`config.mk`:
```
export PLATFORM = sky130hd
export DESIGN_NAME = ctcp_message_deframer
export DESIGN_NICKNAME = d
export VERILOG_FILES = /design/src/sv/ctcpd_pkg.sv /design/src/sv/ctcp_message_deframer.sv /design/src/sv/ctcpd_front.sv /design/src/sv/ctcpd_queue.sv /design/src/sv/ctcpd_back.sv
export SDC_FILE = /design/constraint.sdc
export NUM_CORES = 1
export LEC_CHECK = 0
export ABC_AREA = 0
export BUFFER_PORTS_ARGS = -buffer_cell sky130_fd_sc_hd__clkbuf_2
export CORE_ASPECT_RATIO = 0.5
export CORE_UTILIZATION = 55
export DETAILED_ROUTE_END_ITERATION = 16
export PLACE_DENSITY = 0.71
export SYNTH_ARGS = -nofsm -noshare
export SYNTH_HDL_FRONTEND = slang
export SYNTH_SLANG_ARGS = --single-unit
```
`constraint.sdc`:
```
create_clock -name clk -period 12.99 [get_ports clk]
set_input_delay 2.598 -clock clk [delete_from_list [all_inputs] [get_ports clk]]
set_output_delay 2.598 -clock clk [all_outputs]
set_load 0.005 [all_outputs]
```
`src/sv/ctcpd_pkg.sv`:
```
// ctcpd_pkg: types, character codes and sizes shared by the message deframer
// depends on nothing; used by every module of the deframer
`default_nettype none

package ctcpd_pkg;

	localparam int MaxRes = 6;
	localparam int CntW   = 3;
	localparam int QDepth = 4;

	localparam logic [7:0] CH_MQUOTE = 8'h10;
	localparam logic [7:0] CH_XQUOTE = 8'h5c;
	localparam logic [7:0] CH_XDELIM = 8'h01;
	localparam logic [7:0] CH_ZERO   = 8'h30;
	localparam logic [7:0] CH_N      = 8'h6e;
	localparam logic [7:0] CH_R      = 8'h72;
	localparam logic [7:0] CH_A      = 8'h61;
	localparam logic [7:0] CH_SPACE  = 8'h20;
	localparam logic [7:0] CH_NUL    = 8'h00;
	localparam logic [7:0] CH_LF     = 8'h0a;
	localparam logic [7:0] CH_CR     = 8'h0d;

	localparam logic [1:0] KIND_TEXT  = 2'd0;
	localparam logic [1:0] KIND_CMD   = 2'd1;
	localparam logic [1:0] KIND_PARAM = 2'd2;

	typedef struct packed {
		logic [7:0] data_byte;
		logic       is_last;
	} in_t;

	typedef struct packed {
		logic [7:0] out_byte;
		logic       has_data;
		logic [1:0] kind;
		logic       seg_end;
		logic       param_present;
		logic       msg_end;
	} out_t;

	typedef struct packed {
		out_t [MaxRes-1:0] res;
		logic [CntW-1:0]   cnt;
	} bundle_t;

endpackage

`default_nettype wire

```
`src/sv/ctcp_message_deframer.sv`:
```
// ctcp_message_deframer: top level, front classifier, bundle queue and back sequencer
// depends on ctcpd_pkg, ctcpd_front, ctcpd_queue, ctcpd_back
//
//  channel  | handshake     | payload
//  ---------+---------------+----------------------------------------------
//  input    | push / full   | din:  data_byte, is_last
//  result   | pop / empty   | dout: out_byte, has_data, kind, seg_end,
//           |               |       param_present, msg_end
//
// one byte is taken per cycle unless full; its results, up to six, form one bundle
// a byte with no result queues nothing; each pop hands out one result
// the first result of a byte is visible once its bundle is at the queue head
// full rises when the bundle queue (QUEUE_DEPTH entries) fills; no clearing pass
// reset empties the queue and returns the quoting and segment state to plain text
`default_nettype none

module ctcp_message_deframer #(
	parameter int QUEUE_DEPTH = ctcpd_pkg::QDepth
) (
	input  wire logic             clk,
	input  wire logic             arst_n,
	input  wire logic             push,
	output logic                  full,
	input  wire ctcpd_pkg::in_t   din,
	output logic                  empty,
	input  wire logic             pop,
	output ctcpd_pkg::out_t       dout
);

	logic               accept;
	logic               wr_en;
	ctcpd_pkg::bundle_t wr_data;
	ctcpd_pkg::bundle_t head;
	logic               head_empty;
	logic               head_pop;

	assign accept = push && !full;

	ctcpd_front u_front (
		.clk     (clk),
		.arst_n  (arst_n),
		.accept  (accept),
		.din     (din),
		.wr_en   (wr_en),
		.wr_data (wr_data)
	);

	ctcpd_queue #(
		.Depth (QUEUE_DEPTH)
	) u_queue (
		.clk     (clk),
		.arst_n  (arst_n),
		.wr_en   (wr_en),
		.wr_data (wr_data),
		.full    (full),
		.rd_en   (head_pop),
		.rd_data (head),
		.empty   (head_empty)
	);

	ctcpd_back u_back (
		.clk        (clk),
		.arst_n     (arst_n),
		.head       (head),
		.head_empty (head_empty),
		.head_pop   (head_pop),
		.pop        (pop),
		.empty      (empty),
		.dout       (dout)
	);

endmodule

`default_nettype wire

```
`src/sv/ctcpd_front.sv`:
```
// ctcpd_front: accepts raw bytes, undoes both quoting levels and builds the
// bundle of results of one byte; depends on ctcpd_pkg
`default_nettype none

module ctcpd_front (
	input  wire logic             clk,
	input  wire logic             arst_n,
	input  wire logic             accept,
	input  wire ctcpd_pkg::in_t   din,
	output logic                  wr_en,
	output ctcpd_pkg::bundle_t    wr_data
);

	typedef struct packed {
		logic       quote_pending;
		logic       backslash_pending;
		logic [1:0] segment_mode;
		logic       text_nonempty;
	} state_t;

	typedef struct packed {
		state_t             st;
		ctcpd_pkg::bundle_t b;
	} work_t;

	state_t state_q;
	work_t  w;

	function automatic work_t emit(work_t wi, logic [7:0] c, logic has, logic [1:0] k,
			logic send, logic par);
		work_t wo;
		wo = wi;
		if (wo.b.cnt < ctcpd_pkg::CntW'(ctcpd_pkg::MaxRes)) begin
			wo.b.res[wo.b.cnt] = '{out_byte: c, has_data: has, kind: k, seg_end: send,
				param_present: par, msg_end: 1'b0};
			wo.b.cnt = wo.b.cnt + 1'b1;
		end
		return wo;
	endfunction

	function automatic work_t tagged_byte(work_t wi, logic [7:0] c);
		work_t wo;
		wo = wi;
		if (wo.st.segment_mode == ctcpd_pkg::KIND_CMD && c == ctcpd_pkg::CH_SPACE) begin
			wo.st.segment_mode = ctcpd_pkg::KIND_PARAM;
		end else begin
			wo = emit(wo, c, 1'b1, wo.st.segment_mode, 1'b0, 1'b0);
		end
		return wo;
	endfunction

	function automatic work_t close_tagged(work_t wi);
		work_t wo;
		wo = emit(wi, 8'h00, 1'b0, wi.st.segment_mode, 1'b1, wi.st.segment_mode[1]);
		wo.st.segment_mode = ctcpd_pkg::KIND_TEXT;
		return wo;
	endfunction

	function automatic work_t stage_two(work_t wi, logic [7:0] c);
		work_t wo;
		logic  done;
		wo   = wi;
		done = 1'b0;
		if (wo.st.segment_mode == ctcpd_pkg::KIND_TEXT) begin
			if (c == ctcpd_pkg::CH_XDELIM) begin
				if (wo.st.text_nonempty) begin
					wo = emit(wo, 8'h00, 1'b0, ctcpd_pkg::KIND_TEXT, 1'b1, 1'b0);
				end
				wo.st.text_nonempty = 1'b0;
				wo.st.segment_mode  = ctcpd_pkg::KIND_CMD;
			end else begin
				wo = emit(wo, c, 1'b1, ctcpd_pkg::KIND_TEXT, 1'b0, 1'b0);
				wo.st.text_nonempty = 1'b1;
			end
			done = 1'b1;
		end
		if (!done && wo.st.backslash_pending) begin
			wo.st.backslash_pending = 1'b0;
			if (c == ctcpd_pkg::CH_XQUOTE) begin
				wo   = tagged_byte(wo, ctcpd_pkg::CH_XQUOTE);
				done = 1'b1;
			end else if (c == ctcpd_pkg::CH_A) begin
				wo   = tagged_byte(wo, ctcpd_pkg::CH_XDELIM);
				done = 1'b1;
			end else begin
				wo = tagged_byte(wo, ctcpd_pkg::CH_XQUOTE);
			end
		end
		if (!done) begin
			if (c == ctcpd_pkg::CH_XDELIM) begin
				wo = close_tagged(wo);
			end else if (c == ctcpd_pkg::CH_XQUOTE) begin
				wo.st.backslash_pending = 1'b1;
			end else begin
				wo = tagged_byte(wo, c);
			end
		end
		return wo;
	endfunction

	always_comb begin
		w.st = state_q;
		w.b  = '0;
		if (w.st.quote_pending) begin
			w.st.quote_pending = 1'b0;
			case (din.data_byte)
				ctcpd_pkg::CH_ZERO:   w = stage_two(w, ctcpd_pkg::CH_NUL);
				ctcpd_pkg::CH_N:      w = stage_two(w, ctcpd_pkg::CH_LF);
				ctcpd_pkg::CH_R:      w = stage_two(w, ctcpd_pkg::CH_CR);
				ctcpd_pkg::CH_MQUOTE: w = stage_two(w, ctcpd_pkg::CH_MQUOTE);
				default: begin
					w = stage_two(w, ctcpd_pkg::CH_MQUOTE);
					w = stage_two(w, din.data_byte);
				end
			endcase
		end else if (din.data_byte == ctcpd_pkg::CH_MQUOTE) begin
			w.st.quote_pending = 1'b1;
		end else begin
			w = stage_two(w, din.data_byte);
		end

		if (din.is_last) begin
			if (w.st.quote_pending) begin
				w.st.quote_pending = 1'b0;
				w = stage_two(w, ctcpd_pkg::CH_MQUOTE);
			end
			if (w.st.segment_mode != ctcpd_pkg::KIND_TEXT) begin
				if (w.st.backslash_pending) begin
					w.st.backslash_pending = 1'b0;
					w = tagged_byte(w, ctcpd_pkg::CH_XQUOTE);
				end
				w = close_tagged(w);
			end else if (w.st.text_nonempty) begin
				w = emit(w, 8'h00, 1'b0, ctcpd_pkg::KIND_TEXT, 1'b1, 1'b0);
			end
			if (w.b.cnt == '0) begin
				w = emit(w, 8'h00, 1'b0, ctcpd_pkg::KIND_TEXT, 1'b0, 1'b0);
			end
			w.b.res[w.b.cnt - 1'b1].msg_end = 1'b1;
			w.st = '0;
		end
	end

	always_ff @(posedge clk or negedge arst_n) begin
		if (!arst_n) begin
			state_q <= '0;
		end else if (accept) begin
			state_q <= w.st;
		end
	end

	assign wr_en   = accept && (w.b.cnt != '0);
	assign wr_data = w.b;

endmodule

`default_nettype wire

```
`src/sv/ctcpd_queue.sv`:
```
// ctcpd_queue: short queue of result bundles between front and back
// depends on ctcpd_pkg
`default_nettype none

module ctcpd_queue #(
	parameter int Depth = ctcpd_pkg::QDepth
) (
	input  wire logic               clk,
	input  wire logic               arst_n,
	input  wire logic               wr_en,
	input  wire ctcpd_pkg::bundle_t wr_data,
	output logic                    full,
	input  wire logic               rd_en,
	output ctcpd_pkg::bundle_t      rd_data,
	output logic                    empty
);

	localparam int AW = (Depth > 1) ? $clog2(Depth) : 1;

	ctcpd_pkg::bundle_t mem [Depth];
	logic [AW-1:0]      wr_ptr_q;
	logic [AW-1:0]      rd_ptr_q;
	logic [AW:0]        count_q;

	logic do_wr;
	logic do_rd;

	assign full    = (count_q == (AW+1)'(Depth));
	assign empty   = (count_q == '0);
	assign do_wr   = wr_en && !full;
	assign do_rd   = rd_en && !empty;
	assign rd_data = mem[rd_ptr_q];

	always_ff @(posedge clk) begin
		if (do_wr) begin
			mem[wr_ptr_q] <= wr_data;
		end
	end

	always_ff @(posedge clk or negedge arst_n) begin
		if (!arst_n) begin
			wr_ptr_q <= '0;
			rd_ptr_q <= '0;
			count_q  <= '0;
		end else begin
			if (do_wr) begin
				wr_ptr_q <= (wr_ptr_q == AW'(Depth - 1)) ? '0 : wr_ptr_q + 1'b1;
			end
			if (do_rd) begin
				rd_ptr_q <= (rd_ptr_q == AW'(Depth - 1)) ? '0 : rd_ptr_q + 1'b1;
			end
			if (do_wr && !do_rd) begin
				count_q <= count_q + 1'b1;
			end else if (do_rd && !do_wr) begin
				count_q <= count_q - 1'b1;
			end
		end
	end

endmodule

`default_nettype wire

```
`src/sv/ctcpd_back.sv`:
```
// ctcpd_back: walks the head bundle and hands out its results one at a time
// depends on ctcpd_pkg
`default_nettype none

module ctcpd_back (
	input  wire logic               clk,
	input  wire logic               arst_n,
	input  wire ctcpd_pkg::bundle_t head,
	input  wire logic               head_empty,
	output logic                    head_pop,
	input  wire logic               pop,
	output logic                    empty,
	output ctcpd_pkg::out_t         dout
);

	logic [ctcpd_pkg::CntW-1:0] idx_q;
	logic                       take;
	logic                       at_last;

	assign empty    = head_empty;
	assign dout     = head.res[idx_q];
	assign take     = pop && !head_empty;
	assign at_last  = (idx_q == head.cnt - 1'b1);
	assign head_pop = take && at_last;

	always_ff @(posedge clk or negedge arst_n) begin
		if (!arst_n) begin
			idx_q <= '0;
		end else if (take) begin
			idx_q <= at_last ? '0 : idx_q + 1'b1;
		end
	end

endmodule

`default_nettype wire
```
## Word level (Yosys, flattened, before mapping)

Memories as Yosys holds them, arrays and structs flattened.
Index checks and enable logic that the tools add are counted.

- Logic and storage cells: 412
- Memories kept: 1
- Output and inout bits: 16
- Bits of input ports: 13
- Flip-flop bits (word level): 15
- RAM bits: 348

- Order comparisons: 66
- Reduce and logical (&&, ||, !) cells: 61
- Bitwise operators: 11
- Multiplexer cells: 223
- Eq/ne operators: 14
- Add/sub/neg operators: 28

Memory list:

| memory | words | bits a word | rd ports | clocked after Yosys merged registers in | write ports | RTL line | source |
|---|---|---|---|---|---|---|---|
| u_queue.mem | 4 | 87 | 1 | 0 | 1 | ctcpd_queue.sv:20 | `ctcpd_pkg::bundle_t mem [Depth];` |

Operator list:

| cell | number |
|---|---|
| 2-to-1 mux 87 bit | 46 |
| 2-to-1 mux 92 bit | 32 |
| bitwise mux 84 bit | 24 |
| 2-to-1 mux 91 bit | 19 |
| demux 14 bit (select 3 bit) | 22 |
| 2-to-1 mux 90 bit | 8 |
| 2-to-1 mux 88 bit | 5 |
| one-hot mux 92 bit (4 select lines) | 1 |
| 2-to-1 mux 14 bit | 22 |
| AND 78 bit | 2 |
| NOT 78 bit | 2 |
| < comparator 3 x 4 -> 1 bit (second input constant) | 23 |
| AND 84 bit | 1 |
| NOT 84 bit | 1 |
| AND 72 bit | 1 |
| NOT 72 bit | 1 |
| adder 3 x 1 -> 3 bit (second input constant) | 23 |
| >= comparator 3 x 1 -> 1 bit (second input constant) | 22 |
| < comparator 3 bit (second input constant) | 21 |
| binary-select mux 14 bit (select 3 bit) | 1 |
| logical AND 1 bit | 40 |
| 2-to-1 mux 1 bit | 35 |
| == test 8 x 7 -> 1 bit (second input constant) | 4 |
| == test 8 x 6 -> 1 bit (second input constant) | 2 |
| other kinds (19) | 45 |

## Logic depth before layout (Yosys ltp)

- Depth after elaboration: 125
- Depth in mapped cells: 46
- Gate-level depth less buffers: 44

## Modules after synthesis

Synthesis repeated with hierarchy kept, for this count alone.

- Cell total of the unflattened synthesis: 1187
- Area, all modules: 17725.8 µm²

By module, submodules not included:

| module | instances | area each (µm²) | seq. area each (µm²) | cells each |
|---|---|---|---|---|
| ctcpd_queue | 1 | 12985.0 | 10625.2 | 492 |
| ctcpd_front | 1 | 3766.1 | 125.1 | 600 |
| ctcpd_back | 1 | 960.9 | 75.1 | 94 |
| ctcp_message_deframer | 1 | 13.8 | 0.0 | 1 |

## Least setup slack after synthesis

Ideal clock, no wire load.

- Path type: input to register
- From: input din[8] (netlist bit)
- To: memory u_queue.mem[0][0] (netlist bit), enable pin
- Data required time: 12.446 ns
- Library setup time: 0.544 ns
- Arrival time: 13.347 ns
- Path buffers: 4
- Stages: 39
- Slack: -0.901 ns
- Path through: clkbuf_1 -> nor4b_2 -> nand2_1 -> buf_2 -> nand2_1 -> mux2i_1 -> a32o_1 -> clkbuf_1 -> ha_1 -> nand2_1 -> nand2_1 -> ha_1 -> inv_1 -> nor3_1 -> o22ai_1 -> and2_1 -> inv_1 -> ha_1 -> (+3 left out) -> inv_1 -> ha_1 -> nand2_1 -> o21ai_0 -> ha_1 -> nor2_1 -> a21boi_0 -> o21ai_0 -> a221o_1 -> inv_2 -> ha_1 -> nand2_1 -> o32ai_4 -> mux2i_1 -> a211o_1 -> and2_1 -> buf_6 -> nor2b_1

- Word-level cells in the longest chain between the ends: 54
- Elaborated cells on any way between the ends: 122
- Those cells by class: 10 x add/sub; 10 x order compare; 10 x eq/ne; 82 x mux; 10 x reduce/logical

RTL lines:

| what | RTL line | source |
|---|---|---|
| start: declaration | ctcp_message_deframer.sv:24 | `input wire ctcpd_pkg::in_t din,` |
| == test 8 x 1 -> 1 bit | ctcpd_front.sv:65, ctcpd_front.sv:90 |  |
| 2-to-1 mux 90 bit | ctcpd_front.sv:65 | `if (c == ctcpd_pkg::CH_XDELIM) begin` |
| 2-to-1 mux 90 bit | ctcpd_front.sv:64 | `if (wo.st.segment_mode == ctcpd_pkg::KIND_TEXT) begin` |
| 2-to-1 mux 92 bit, on equally long branches | ctcpd_front.sv:106, ctcpd_front.sv:116 |  |
| 2-to-1 mux 92 bit | ctcpd_front.sv:104 | `if (w.st.quote_pending) begin` |
| adder 3 x 1 -> 3 bit or < comparator 3 bit (tied branches) | ctcpd_front.sv:36, ctcpd_front.sv:33 |  |
| 2-to-1 mux 87 bit | ctcpd_front.sv:33 | `if (wo.b.cnt < ctcpd_pkg::CntW'(ctcpd_pkg::MaxRes)) begin` |
| 2-to-1 mux 87 bit | ctcpd_front.sv:82 | `end else if (c == ctcpd_pkg::CH_A) begin` |
| (+38 left out) | n/a |  |
| 2-to-1 mux 87 bit | ctcpd_front.sv:136 | `if (w.b.cnt == '0) begin` |
| 2-to-1 mux 87 bit | ctcpd_front.sv:122 | `if (din.is_last) begin` |
| 2-to-1 mux 92 bit (*) | ctcpd_front.sv:122 |  |
| nonzero test 3 bit (*) | ctcpd_front.sv:152 | `assign wr_en = accept && (w.b.cnt != '0);` |
| logical AND 1 bit (*) | ctcpd_front.sv:152 |  |
| logical AND 1 bit (*) | ctcpd_queue.sv:30 | `assign do_wr = wr_en && !full;` |
| 2-to-1 mux 1 bit (*) | ctcpd_queue.sv:35 | `if (do_wr) begin` |
| 2-to-1 mux 1 bit (implied by the code) (*) | ctcpd_queue.sv:36 | `mem[wr_ptr_q] <= wr_data;` |
| end: declaration | ctcpd_queue.sv:20 |  |

Mark *: on every way between the ends. The rest lies on a longest branch, timed or not. The select of a mux whose other input is x is not followed.

## Final worst setup path

- From: input din[5] (netlist bit)
- To: memory u_queue.mem[2][42] (netlist bit), enable pin

Same word-level chain as after synthesis.

==> qor.log <==
INFO  pwr            post-layout-total-power=3.70mW
INFO  grt            global_route_wire_length_before_repair=62.4mm
INFO  critical_path  reg2reg_to=u_queue.mem[2][42]
INFO  pwr            pwr-share-seq=44.2%
INFO  drt            drt-wirelength-per-cell=25.2microns
INFO  drt            post_detailed_route_via_to_cell_ratio=6.39
INFO  pwr            net-switching-power=1.08mW
INFO  drt            detailedRoute.firstIterationViolations=1254
INFO  synthesis      yosysUniqueCellTypes=88
INFO  timing         slew_headroom=24.1%
INFO  clocking       clock_sink_count=363
INFO  synthesis      post_synth.cell_area_avg=15.5squm
INFO  clocking       cts_hold_buffers=0
INFO  timing         fmax=86.5MHz
INFO  drt            drt-pass1-iter-count=5
INFO  drt            remaining_drcs=0
INFO  place          port_buffers=28
INFO  synthesis      synth_flop_cell=edfxtp_1
INFO  critical_path  reg2reg_depth=40
INFO  clocking       cts-htree-levels=1
INFO  grt            via_count_of_the_first_global_routing_pass=10000
INFO  synthesis      fraction_of_synthesized_cell_area_taken_by_the_top_area_cell_type=61.6%
INFO  clocking       clkSlewWorstSetupHoldPaths=70ps
INFO  grt            antenna_found_initial=0
INFO  pwr            leakage_power=6.58nW
INFO  pwr            ir_drop=0.111mV
INFO  timing         rsz0062_at_grt=false
INFO  pwr            p_sw_share=29.1%
INFO  finish         num_antenna_cells=0
INFO  synthesis      edff_count_synth=348
INFO  pwr            pwr-share-comb=28.7%
INFO  run_status     result_of_the_run=finished clean
INFO  synthesis      synthArstFlopShare=4.13%
INFO  clocking       cts_root_buffer=clkbuf_16
INFO  floorplan      die_w=250microns
INFO  critical_path  worst-r2r-setup-slack=3030ps
INFO  synthesis      ys_warn_count=0
INFO  pwr            p_int=2.62mW
INFO  clocking       clock_latency=590ps
INFO  critical_path  end_kind=flip-flop
INFO  critical_path  cp_slowest_stage_delay=510ps
INFO  synthesis      post_synth_inst_count=1093
INFO  pwr            total_power_per_unit_cell_area=193mW/mm^2
INFO  hold_path      launch_instance_of_the_worst_min_delay_path=u_queue.count_q[2]
INFO  finish         design.final.nets=1237
INFO  synthesis      post_synth_instance_area=0.0170sqmm
INFO  critical_path  cp_data_arrival_time=11790ps
INFO  critical_path  critical_path.slowest_cell=nor2b_4
INFO  clocking       numCtsBuffers=31
INFO  floorplan      placeableCoreArea=0.0303sqmm
INFO  clocking       cts_resized=0
INFO  clocking       tritoncts=built
INFO  finish         area_delta_synth_final=12.7%
INFO  timing         period_needed=11560ps
INFO  synthesis      synth_area_leader_cell=edfxtp_1
INFO  synthesis      ys_top_cells_by_area=edfxtp_1 62%, mux4_2 13%, dfrtp_1 2.2%
INFO  hold_path      min_path_type=reg2reg
INFO  clocking       postCtsSetupRepairBufs=0
INFO  timing         layout_worst_path_cycle_share=89.0%
INFO  job            max_capacitance_violation_count=0
INFO  grt            grt_start_max_net_pins=58
INFO  critical_path  largest_driver_fanout_on_the_critical_path=26
INFO  floorplan      floorplan_die_area=0.0316sqmm
INFO  finish         final_layout_size_suffix_gt1_share=20.0%
INFO  pwr            share_clk_of_total_power=27.1%
INFO  grt            grt_usage=26.7%
INFO  place          gp_routability_congestion=0.919
INFO  place          detailedPlacementHpwl=27.7mm
INFO  timing         worst_slew_pin_slew=1130ps
INFO  critical_path  worst_setup_path_startpoint=din[5]
INFO  timing         setup_viol_count_final=0
INFO  place          placedInstanceArea=0.0180sqmm
INFO  synthesis      yosysSeqAreaShare=63.8%
INFO  finish         design_area=0.0191sqmm
INFO  timing         drv_slew=0
INFO  drt            final_antenna_net_count=0
INFO  critical_path  type_of_the_setup_path_with_the_least_slack=in2reg
INFO  floorplan      placement_rows=45
INFO  clocking       clk_path_buf_depth=3
INFO  timing         finClkSkew=20.7ps
INFO  drt            drt_wl_total=41.0mm
INFO  timing         hold_violations=0
INFO  grt            grt_remaining_overflow=0
INFO  critical_path  crit_path_start_kind=input pin
INFO  synthesis      ys_seq_elements=363
INFO  hold_path      hold-path-endpoint=u_queue.count_q[2]
INFO  hold_path      worstHoldPathCells=1
INFO  critical_path  r2r_start=u_front.state_q[1]
INFO  floorplan      initial_core_util=55.9%
INFO  floorplan      num_io_pins=29
INFO  critical_path  critical_path_required=13220ps
INFO  floorplan      die_h=126microns
INFO  drt            detailroute.via_count=10400
cell usage in the layout (no fill, tap or decap), drive strengths merged, types with 5 or more instances in the layout:
master | synthesis | routed
a211oi | 6 | 6
a21o | 9 | 9
a21oi | 50 | 50
a22o | 5 | 5
a31oi | 14 | 14
a41oi | 6 | 6
and2 | 6 | 6
and3 | 13 | 13
buf | 22 | 24
bufinv | 0 | 7
clkbuf | 46 | 64
clkinv | 3 | 13
conb | 2 | 96
dfrtp | 15 | 15
edfxtp | 348 | 348
ha | 19 | 19
inv | 36 | 38
mux2 | 5 | 5
mux2i | 20 | 20
mux4 | 101 | 101
nand2 | 54 | 54
nand3 | 10 | 10
nand4 | 5 | 5
nor2 | 69 | 69
nor3 | 18 | 18
nor4 | 11 | 11
nor4b | 5 | 5
o211ai | 6 | 6
o21a | 9 | 9
o21ai | 55 | 55
o22ai | 22 | 22
o31ai | 5 | 5
or3 | 8 | 8
xnor2 | 10 | 10
flip-flops by register name, summed over array words and instances (netlist names):
signal / count
u_back.idx_q: 3
u_queue.wr_ptr_q: 2
u_front.state_q: 5
u_queue.mem: 348
u_queue.rd_ptr_q: 2
u_queue.count_q: 3
worst max-delay path: cells and delay by family:
| kind | cells | cell delay (ps) |
|---|---|---|
| buffers and inverters | 6 | 1210 |
| adders and majority gates | 6 | 1870 |
| AOI/OAI and AO/OA | 10 | 2510 |
| muxes | 3 | 530 |
| and+or+nand+nor | 12 | 3040 |
stage by stage:
stage / setup TNS, ps / hold slack (ps) / util, % / std cells / worst slack (ps)
2_1_floorplan: -313380 / 464 / - / 1187 / -901
3_3_place_gp: 0 / 478 / 59.4 / 1570 / 1410
3_5_place_dp: 0 / 484 / 59.4 / 1570 / 1030
4_1_cts: 0 / 496 / 63.0 / 1627 / 1610
5_1_grt: 0 / 504 / 63.0 / 1627 / 828
6_report: 0 / 497 / 63.0 / 1627 / 1430
cell usage after synthesis (14+ instances only):
cell type / count
buf_1: 14
clkbuf_1: 46
inv_1: 33
o21ai_0: 53
mux2i_1: 20
ha_1: 19
edfxtp_1: 348
o22ai_1: 22
mux4_2: 101
dfrtp_1: 15
nor3_1: 17
nand2_1: 54
a21oi_1: 50
nor2_1: 69
power groups by stage:
stage,Sequential [mW],Clock (mW),Combinational (mW)
global placement,1.65,0,1.06
CTS,1.64,1.02,1.08
finish,1.63,1.00,1.06
detailed placement,1.66,0,1.07
global route,1.66,1.06,1.14
floorplan,1.60,0,0.797
metal layers:
metal | GRT usage, % | up-vias | routed length [microns]
met2 | 40.5 | 518 | 18600
li1 | - | 4542 | -
met5 | 0 | - | 0
met3 | 4.73 | 60 | 3760
met4 | 4.08 | 0 | 615
met1 | 41.4 | 5281 | 18100
how the worst max path moves through the flow:
stage,to,slack [ps],cells after the start
final,u_queue.mem[2][42],1430,37
after CTS,u_queue.mem[2][42],1610,37
after global placement,u_queue.mem[2][65],1410,37
after floorplan,u_queue.mem[0][0],-900,39
after detailed placement,u_queue.mem[2][79],1030,37
after global routing,u_queue.mem[2][42],830,37
final cells by class:
type,instances,area [sq um]
Clock buffer,36,795
Inverter,39,146
Fill cell,2149,11200
Clock inverter,21,315
Timing Repair Buffer,52,420
Multi-Input combinational cell,717,6120
Tap cell,399,499
Sequential cell,363,10800
logic make-up after synthesis:
| kind of cell | synth area share [%] |
|---|---|
| mux | 14.9 |
| compound gates | 9.42 |
| buf+inv | 2.50 |
| other cells | 0.0442 |
| simple gates | 7.05 |
| flops | 63.8 |
| fa+ha+maj | 1.52 |
| xor+xnor | 0.767 |
No activity file was read; power rests on OpenSTA's default activity.
